### src/scaled_pixel_run_length_encoder_unit_assert.svh
// ----------------------------------------------------------------------------
// Assertion macros for the scaled pixel run-length encoder
// Clocked implication checks, reset-qualified, reporting through $error.
// ----------------------------------------------------------------------------
`ifndef SCALED_PIXEL_RUN_LENGTH_ENCODER_UNIT_ASSERT_SVH
`define SCALED_PIXEL_RUN_LENGTH_ENCODER_UNIT_ASSERT_SVH

// same-cycle implication
`define SPRE_ASSERT_NOW(label, clk_sig, rst_sig, ante, cons, msg) \
  label: assert property (@(posedge clk_sig) disable iff (rst_sig) (ante) |-> (cons)) \
    else $error(msg);

// next-cycle implication
`define SPRE_ASSERT_NEXT(label, clk_sig, rst_sig, ante, cons, msg) \
  label: assert property (@(posedge clk_sig) disable iff (rst_sig) (ante) |=> (cons)) \
    else $error(msg);

`endif

### src/spre_pkg.sv
// ----------------------------------------------------------------------------
// spre_pkg
// Shared types and constants of the scaled pixel run-length encoder.
// ----------------------------------------------------------------------------
`default_nettype none

package spre_pkg;

  localparam int unsigned PixW      = 8;
  localparam int unsigned ScaleW    = 5;
  localparam int unsigned RunCap    = 255;
  localparam int unsigned FifoDepth = 4;
  localparam int unsigned FifoPtrW  = $clog2(FifoDepth);
  localparam int unsigned AddrW     = 3;
  localparam int unsigned DataW     = 32;

  localparam logic [ScaleW-1:0] ScaleReset  = ScaleW'(1);
  localparam logic [PixW-1:0]   OffsetReset = '0;

  typedef enum logic [AddrW-1:0] {
    REG_SCALE_FACTOR = 3'd0,
    REG_COLOR_OFFSET = 3'd4
  } reg_addr_t;

  typedef struct packed {
    logic [ScaleW-1:0] scale_factor;
    logic [PixW-1:0]   color_offset;
  } cfg_t;

  typedef struct packed {
    logic            frame_last;
    logic [PixW-1:0] run_value;
    logic [PixW-1:0] run_length;
  } pair_t;

  typedef struct packed {
    logic [1:0] count;
    pair_t      p0;
    pair_t      p1;
  } push_t;

endpackage

`default_nettype wire

### src/spre_cfg.sv
// ----------------------------------------------------------------------------
// spre_cfg
// Register file for scale factor and color offset behind the APB port.
// ----------------------------------------------------------------------------
`default_nettype none

module spre_cfg
  import spre_pkg::*;
(
  input  wire logic             clk,
  input  wire logic             rst,
  input  wire logic             psel,
  input  wire logic             penable,
  input  wire logic             pwrite,
  input  wire logic [AddrW-1:0] paddr,
  input  wire logic [DataW-1:0] pwdata,
  output logic      [DataW-1:0] prdata,
  output logic                  pready,
  output cfg_t                  cfg
);

  logic wr_en;

  assign pready = 1'b1;
  assign wr_en  = psel && penable && pwrite && pready;

  always_ff @(posedge clk) begin
    if (rst) begin
      cfg.scale_factor <= ScaleReset;
      cfg.color_offset <= OffsetReset;
    end else if (wr_en) begin
      if (paddr[2] == REG_COLOR_OFFSET[2]) begin
        cfg.color_offset <= pwdata[PixW-1:0];
      end else begin
        cfg.scale_factor <= pwdata[ScaleW-1:0];
      end
    end
  end

  always_comb begin
    if (paddr[2] == REG_COLOR_OFFSET[2]) begin
      prdata = DataW'(cfg.color_offset);
    end else begin
      prdata = DataW'(cfg.scale_factor);
    end
  end

endmodule

`default_nettype wire

### src/spre_core.sv
// ----------------------------------------------------------------------------
// spre_core
// Input register, open-run state and one-pass run update per cell.
// ----------------------------------------------------------------------------
`default_nettype none

module spre_core
  import spre_pkg::*;
(
  input  wire logic            clk,
  input  wire logic            rst,
  input  wire cfg_t            cfg,
  input  wire logic            in_valid,
  output logic                 in_ready,
  input  wire logic [PixW-1:0] in_cell,
  input  wire logic            in_end,
  input  wire logic            room,
  output push_t                push
);

  logic            held;
  logic [PixW-1:0] cell_q;
  logic            end_q;
  logic [PixW-1:0] open_value;
  logic [PixW-1:0] open_length;
  logic [PixW-1:0] open_value_next;
  logic [PixW-1:0] open_length_next;

  logic            fire;
  logic [PixW-1:0] pixel;
  logic [PixW-1:0] reps;
  logic [PixW:0]   total;
  logic            match;
  logic            first_v;
  pair_t           first_p;
  pair_t           last_p;
  logic [PixW-1:0] run_value_upd;
  logic [PixW-1:0] run_length_upd;

  assign fire     = held && room;
  assign in_ready = !held || room;

  always_ff @(posedge clk) begin
    if (rst) begin
      held <= 1'b0;
    end else if (in_ready) begin
      held <= in_valid;
    end
  end

  always_ff @(posedge clk) begin
    if (in_ready && in_valid) begin
      cell_q <= in_cell;
      end_q  <= in_end;
    end
  end

  always_ff @(posedge clk) begin
    if (rst) begin
      open_value  <= '0;
      open_length <= '0;
    end else if (fire) begin
      open_value  <= open_value_next;
      open_length <= open_length_next;
    end
  end

  always_comb begin
    pixel = cell_q + cfg.color_offset;
    reps  = (cfg.scale_factor == '0) ? PixW'(1) : PixW'(cfg.scale_factor);
    total = {1'b0, open_length} + {1'b0, reps};
    match = (open_length != '0) && (pixel == open_value);

    first_v = 1'b0;
    first_p = '{frame_last: 1'b0, run_value: open_value, run_length: open_length};
    run_value_upd  = open_value;
    run_length_upd = total[PixW-1:0];

    if (match) begin
      if (total > (PixW+1)'(RunCap)) begin
        first_v            = 1'b1;
        first_p.run_length = PixW'(RunCap);
        run_length_upd     = PixW'(total - (PixW+1)'(RunCap));
      end
    end else begin
      first_v        = (open_length != '0);
      run_value_upd  = pixel;
      run_length_upd = reps;
    end

    last_p = '{frame_last: 1'b1, run_value: run_value_upd, run_length: run_length_upd};

    if (end_q) begin
      open_value_next  = '0;
      open_length_next = '0;
    end else begin
      open_value_next  = run_value_upd;
      open_length_next = run_length_upd;
    end

    push.p0    = first_v ? first_p : last_p;
    push.p1    = last_p;
    push.count = fire ? ({1'b0, first_v} + {1'b0, end_q}) : 2'd0;
  end

endmodule

`default_nettype wire

### src/spre_fifo.sv
// ----------------------------------------------------------------------------
// spre_fifo
// Small result queue taking up to two pairs per cycle, one out per ready cycle.
// ----------------------------------------------------------------------------
`default_nettype none

`include "scaled_pixel_run_length_encoder_unit_assert.svh"

module spre_fifo
  import spre_pkg::*;
(
  input  wire logic  clk,
  input  wire logic  rst,
  input  wire push_t push,
  output logic       room,
  output logic       out_valid,
  input  wire logic  out_ready,
  output pair_t      out_pair
);

  localparam int unsigned CntW = FifoPtrW + 1;

  pair_t               slots [FifoDepth];
  logic [FifoPtrW-1:0] wr_ptr;
  logic [FifoPtrW-1:0] rd_ptr;
  logic [CntW-1:0]     count;
  logic [CntW-1:0]     count_next;
  logic                pop;
  logic [FifoPtrW-1:0] wr_ptr_b;

  assign pop       = out_valid && out_ready;
  assign out_valid = (count != '0);
  assign out_pair  = slots[rd_ptr];
  assign room      = (count <= CntW'(FifoDepth - 2));
  assign wr_ptr_b  = wr_ptr + FifoPtrW'(1);

  always_comb begin
    count_next = count + CntW'(push.count) - CntW'(pop);
  end

  always_ff @(posedge clk) begin
    if (rst) begin
      wr_ptr <= '0;
      rd_ptr <= '0;
      count  <= '0;
    end else begin
      wr_ptr <= wr_ptr + FifoPtrW'(push.count);
      rd_ptr <= rd_ptr + FifoPtrW'(pop);
      count  <= count_next;
    end
  end

  always_ff @(posedge clk) begin
    if (push.count != 2'd0) begin
      slots[wr_ptr] <= push.p0;
    end
    if (push.count == 2'd2) begin
      slots[wr_ptr_b] <= push.p1;
    end
  end

  `SPRE_ASSERT_NOW(a_no_overflow, clk, rst, 1'b1, count <= CntW'(FifoDepth), "queue overflow")
  `SPRE_ASSERT_NOW(a_push_has_room, clk, rst, push.count != 2'd0, room, "push without room")
  `SPRE_ASSERT_NOW(a_pair_nonzero, clk, rst, push.count != 2'd0, push.p0.run_length != '0,
                   "empty run pushed")
  `SPRE_ASSERT_NEXT(a_pop_drains, clk, rst, pop && push.count == 2'd0,
                    count == $past(count) - CntW'(1), "pop did not drain")

endmodule

`default_nettype wire

### src/scaled_pixel_run_length_encoder_unit.sv
// Scaled pixel run-length encoder.
// Input stream: one source cell per transfer, s_tdata = cell_value, s_tlast
// marks the final cell of a frame. Each cell gets color_offset added modulo
// 256 and is repeated scale_factor times horizontally (0 counts as 1).
// Output stream: (run_length, run_value) pairs, m_tlast on the frame's final
// pair. Runs longer than 255 are split into 255 and the remainder.
// Registers over APB: scale_factor at 0x0, color_offset at 0x4; write only
// while the stream is idle.
// Flow: a cell is registered on acceptance, and any pairs it completes are
// written to a four-entry result queue once the queue has room; m_tvalid is
// driven by that queue. Throughput: one cell per cycle while the queue has
// room; the result port delivers one pair per cycle while m_tready is high,
// so cells producing two pairs occupy the output port for two transfers.
// A receiver stall fills the queue; s_tready drops once fewer than two
// queue entries are free and the input register is occupied.
// Reset clears the open run, the queue and the registers (scale 1, offset 0).
`default_nettype none

// ----------------------------------------------------------------------------
// scaled_pixel_run_length_encoder_unit
// Top level: config registers, run update core and result queue.
// ----------------------------------------------------------------------------
module scaled_pixel_run_length_encoder_unit
  import spre_pkg::*;
(
  input  wire logic             clk,
  input  wire logic             rst,
  input  wire logic             s_tvalid,
  output logic                  s_tready,
  input  wire logic [7:0]       s_tdata,   // [7:0] cell_value
  input  wire logic             s_tlast,
  output logic                  m_tvalid,
  input  wire logic             m_tready,
  output logic      [15:0]      m_tdata,   // [7:0] run_length, [15:8] run_value
  output logic                  m_tlast,
  input  wire logic             psel,
  input  wire logic             penable,
  input  wire logic             pwrite,
  input  wire logic [AddrW-1:0] paddr,
  input  wire logic [DataW-1:0] pwdata,
  output logic      [DataW-1:0] prdata,
  output logic                  pready
);

  cfg_t  cfg;
  push_t push;
  logic  room;
  pair_t out_pair;

  spre_cfg u_cfg (
    .clk     (clk),
    .rst     (rst),
    .psel    (psel),
    .penable (penable),
    .pwrite  (pwrite),
    .paddr   (paddr),
    .pwdata  (pwdata),
    .prdata  (prdata),
    .pready  (pready),
    .cfg     (cfg)
  );

  spre_core u_core (
    .clk      (clk),
    .rst      (rst),
    .cfg      (cfg),
    .in_valid (s_tvalid),
    .in_ready (s_tready),
    .in_cell  (s_tdata),
    .in_end   (s_tlast),
    .room     (room),
    .push     (push)
  );

  spre_fifo u_fifo (
    .clk       (clk),
    .rst       (rst),
    .push      (push),
    .room      (room),
    .out_valid (m_tvalid),
    .out_ready (m_tready),
    .out_pair  (out_pair)
  );

  assign m_tdata = {out_pair.run_value, out_pair.run_length};
  assign m_tlast = out_pair.frame_last;

endmodule

`default_nettype wire
### config.mk
export PLATFORM = sky130hd
export DESIGN_NAME = scaled_pixel_run_length_encoder_unit
export DESIGN_NICKNAME = d
export VERILOG_FILES = /design/src/spre_pkg.sv /design/src/spre_cfg.sv /design/src/spre_core.sv /design/src/spre_fifo.sv /design/src/scaled_pixel_run_length_encoder_unit.sv
export VERILOG_INCLUDE_DIRS = /design/src /design/src/src
export SDC_FILE = /design/constraint.sdc
export NUM_CORES = 1
export LEC_CHECK = 0
export ABC_AREA = 1
export BUFFER_PORTS_ARGS = -buffer_cell sky130_fd_sc_hd__buf_4
export CORE_ASPECT_RATIO = 2
export CORE_MARGIN = 4
export CORE_UTILIZATION = 30
export CTS_BUF_LIST = sky130_fd_sc_hd__clkbuf_4 sky130_fd_sc_hd__clkbuf_8
export DETAILED_ROUTE_END_ITERATION = 16
export SLEW_MARGIN = 15
export SYNTH_ARGS = -nofsm -noshare
export SYNTH_HDL_FRONTEND = slang
export SYNTH_HIERARCHICAL = 1
export SYNTH_SLANG_ARGS = --single-unit
export TNS_END_PERCENT = 100
### constraint.sdc
create_clock -name clk -period 5.65 [get_ports clk]
set_input_delay 0.8475 -clock clk [delete_from_list [all_inputs] [get_ports clk]]
set_output_delay 0.8475 -clock clk [all_outputs]
set_load 0.05 [all_outputs]
==> reports/qor.yml <==
cts.clk_slew.worst_paths_ns: 0.07
power.share.clock: 0.277
drive_gt1_frac: 0.241
crit_fanout: 17
clock-root-buffer: "clkbuf_8"
slew_headroom: 0.389
top_layer: "met4"
vdd_drop_max_v: 0.000164
maxSlewViolCount: 0
hold_violations: 0
nNetsFinal: 991
grt_pass1_vias: 5503
finalSetupViolCount: 0
clock_sinks: 114
fmax_mhz: 212
initial_core_util: 0.305
switching_share: 0.387
dr.first_iter.drc_count: 167
wl_met3_um: 608
synth_top_area_cell: "edfxtp_1"
rsz0062_at_grt: "no"
synth_area_leaders: "edfxtp_1, nand2_1, dfxtp_1, o21ai_2, nor2_1"
dr_total_vias: 5711
required_ns: 5.77
gp_congestion: 0.887
antenna_found_initial: 0
dp.cells: 1188
routed_wl_um: 16900
synth_cells: 879
cts_setup_buffers: 0
cp-start-kind: "flop"
ant_nets: 0
grt_pass1_wl_um: 27400
grt_max_degree: 39
dr_wl_met2_um: 9410
hold_buffers: 0
crit_arrival_ns: 4.82
skew_ns: 0.0113
die_y_um: 229
cts_buffer_depth: 2
maxCapViolCount: 0
area_delta_synth_final_pct: 11.2
power_density_nw_per_um2: 321
drc_errors: 0
criticalPathCategory: "flop to flop"
timing.final.crit_share: 0.833
cts_buffers: 17
async_flop_share: 0
synth_ff_type: "edfxtp_1"
setup_tns_ns: 0
ys_warn_count: 6
yosysTopAreaCellShare: 0.315
ys_types: 46
cp-end-kind: "flop"
leakagePower_nw: 3.46
drt_first_pass_iters: 6
stdcell_count: 1220
met1_length_um: 6300
ios: 103
total_power_mw: 2.62
cts_resized: 0
htree_levels: 4
track_usage: 0.128
pwr-share-seq: 0.378
die-area_um2: 27200
synth-seq-area-share: 0.416
hp-class: "flop to flop"
intPower_mw: 1.60
io_buffers: 51
synth-seq-cells: 114
pwr-share-comb: 0.345
insertion_delay_ns: 0.45
syn-mean-instance-area_um2: 8.34
wl_per_cell_um: 13.8
num_rows: 80
synth_common_cells: "nand2_1, nor2_1, inv_1, edfxtp_1, o21ai_2"
drt-vias-per-instance: 4.68
synth_most_common_cell: "nand2_1"
power_switching_mw: 1.01
design.core.area_um2: 24000
die_x_um: 119
synth.cell_area_um2: 7330
grt_overflow: 0
status: "finished, final reports clean"
min_period_ns: 4.71
tightest_slew_ns: 0.916
post-dp-hpwl_um: 12700
cts_tree: "done"
synth_edf_count: 77
## per-layer routing
metal | vias up | GRT usage
met2 | 121 | 0.247
met5 | - | 0
li1 | 2938 | -
met3 | 29 | 0.0264
met4 | 0 | 0.0671
met1 | 2623 | 0.123
## cells by family (layout without fill, tap and decap cells)
kind of cell             after synthesis  in the layout  synth area share
flip-flops                           114            114             0.416
AND/OR/NAND/NOR                      412            412             0.259
other                                  3             27           0.00154
buffers and inverters                148            178             0.110
XOR/XNOR                              13             13            0.0166
AO/OA/AOI/OAI                        169            169             0.160
adder cells (fa/ha/maj)               20             20            0.0372
## final timing paths
check                                     from                           endpoint  slack, ns  cells after the start
max                  u_cfg/cfg[9]$_SDFFE_PP0P_       u_fifo/slots[0][7]$_DFFE_PP_       0.94                     22
min          u_core/open_value[6]$_SDFFE_PP0P_  u_core/open_value[6]$_SDFFE_PP0P_       0.48                      2
max reg2reg          u_cfg/cfg[9]$_SDFFE_PP0P_       u_fifo/slots[0][7]$_DFFE_PP_       0.94                     22
min reg2reg  u_core/open_value[6]$_SDFFE_PP0P_  u_core/open_value[6]$_SDFFE_PP0P_       0.48                      2
## cell type report
| cell class | instances | area, µm² |
|---|---|---|
| fillers | 2551 | 15900 |
| multi-input cells | 640 | 3580 |
| flip-flops and latches | 114 | 3050 |
| repair buffers | 61 | 458 |
| well taps | 287 | 359 |
| inverters | 86 | 328 |
| clock buffers | 17 | 234 |
| clock inverters | 14 | 141 |
| diodes | 1 | 2.50 |
## state kept, by name, indices dropped and copies added, names as in the netlist
name and flops:
u_fifo/slots 68, u_cfg/cfg 13, u_core/cell_q 8, u_core/open_length 8
u_core/open_value 8, u_fifo/count 3, u_fifo/rd_ptr 2, u_fifo/wr_ptr 2
u_core/end_q 1, u_core/held 1
## worst max-delay path: stages (launching register included)
cell	delay, ns
dfxtp_1	0.44
inv_1	0.11
a31oi_1	0.27
inv_1	0.07
ha_1	0.22
fa_1	0.43
nand2_1	0.08
nand2_1	0.08
nand3_1	0.10
nand2_1	0.06
nand2_1	0.07
nand2_1	0.11
nor2_2	0.19
nand3_1	0.11
nand2_2	0.17
nand2_4	0.14
o21ai_2	0.33
ha_1	0.17
inv_1	0.03
nor2_1	0.41
nor2_1	0.23
o31ai_2	0.22
buf_4	0.32
## stage by stage
step,hold slack [ns],cell area [µm²],setup slack [ns],util
CTS,0.486,8150,0.852,0.339
detailed placement,0.476,7780,0.882,0.324
global placement,0.468,7780,0.935,0.324
finish,0.484,8160,0.944,0.340
global route,0.512,8150,0.594,0.339
floorplan,0.458,7420,0.609,-
## layout by cell type, fill, tap and decap left out, types with 2 or more instances in the layout
cell / instances
a21oi_1: 30
a21oi_2: 3
and2_2: 4
buf_4: 61
bufinv_16: 2
clkbuf_8: 17
clkinv_2: 5
clkinv_4: 2
clkinvlp_4: 4
conb_1: 26
dfxtp_1: 37
edfxtp_1: 77
fa_1: 3
ha_1: 17
inv_1: 78
inv_2: 5
inv_4: 2
nand2_1: 219
nand2_2: 18
nand3_1: 52
nand3_2: 3
nand3_4: 4
nand4_1: 7
nor2_1: 84
nor2_2: 5
nor2_4: 4
nor2_8: 4
o21ai_0: 34
o21ai_1: 5
o21ai_2: 74
o22ai_1: 17
o31ai_2: 4
xnor2_1: 7
xor2_1: 5
## power groups by stage
stage	combinational (mW)	sequential [mW]	clock (mW)
after floorplan	0.711	0.996	0
after global placement	0.903	1.01	0
after detailed placement	0.919	1.01	0
after CTS	0.920	0.991	0.747
after global routing	0.990	0.996	0.789
final	0.903	0.991	0.724
Power figures use the tool's default switching activity.
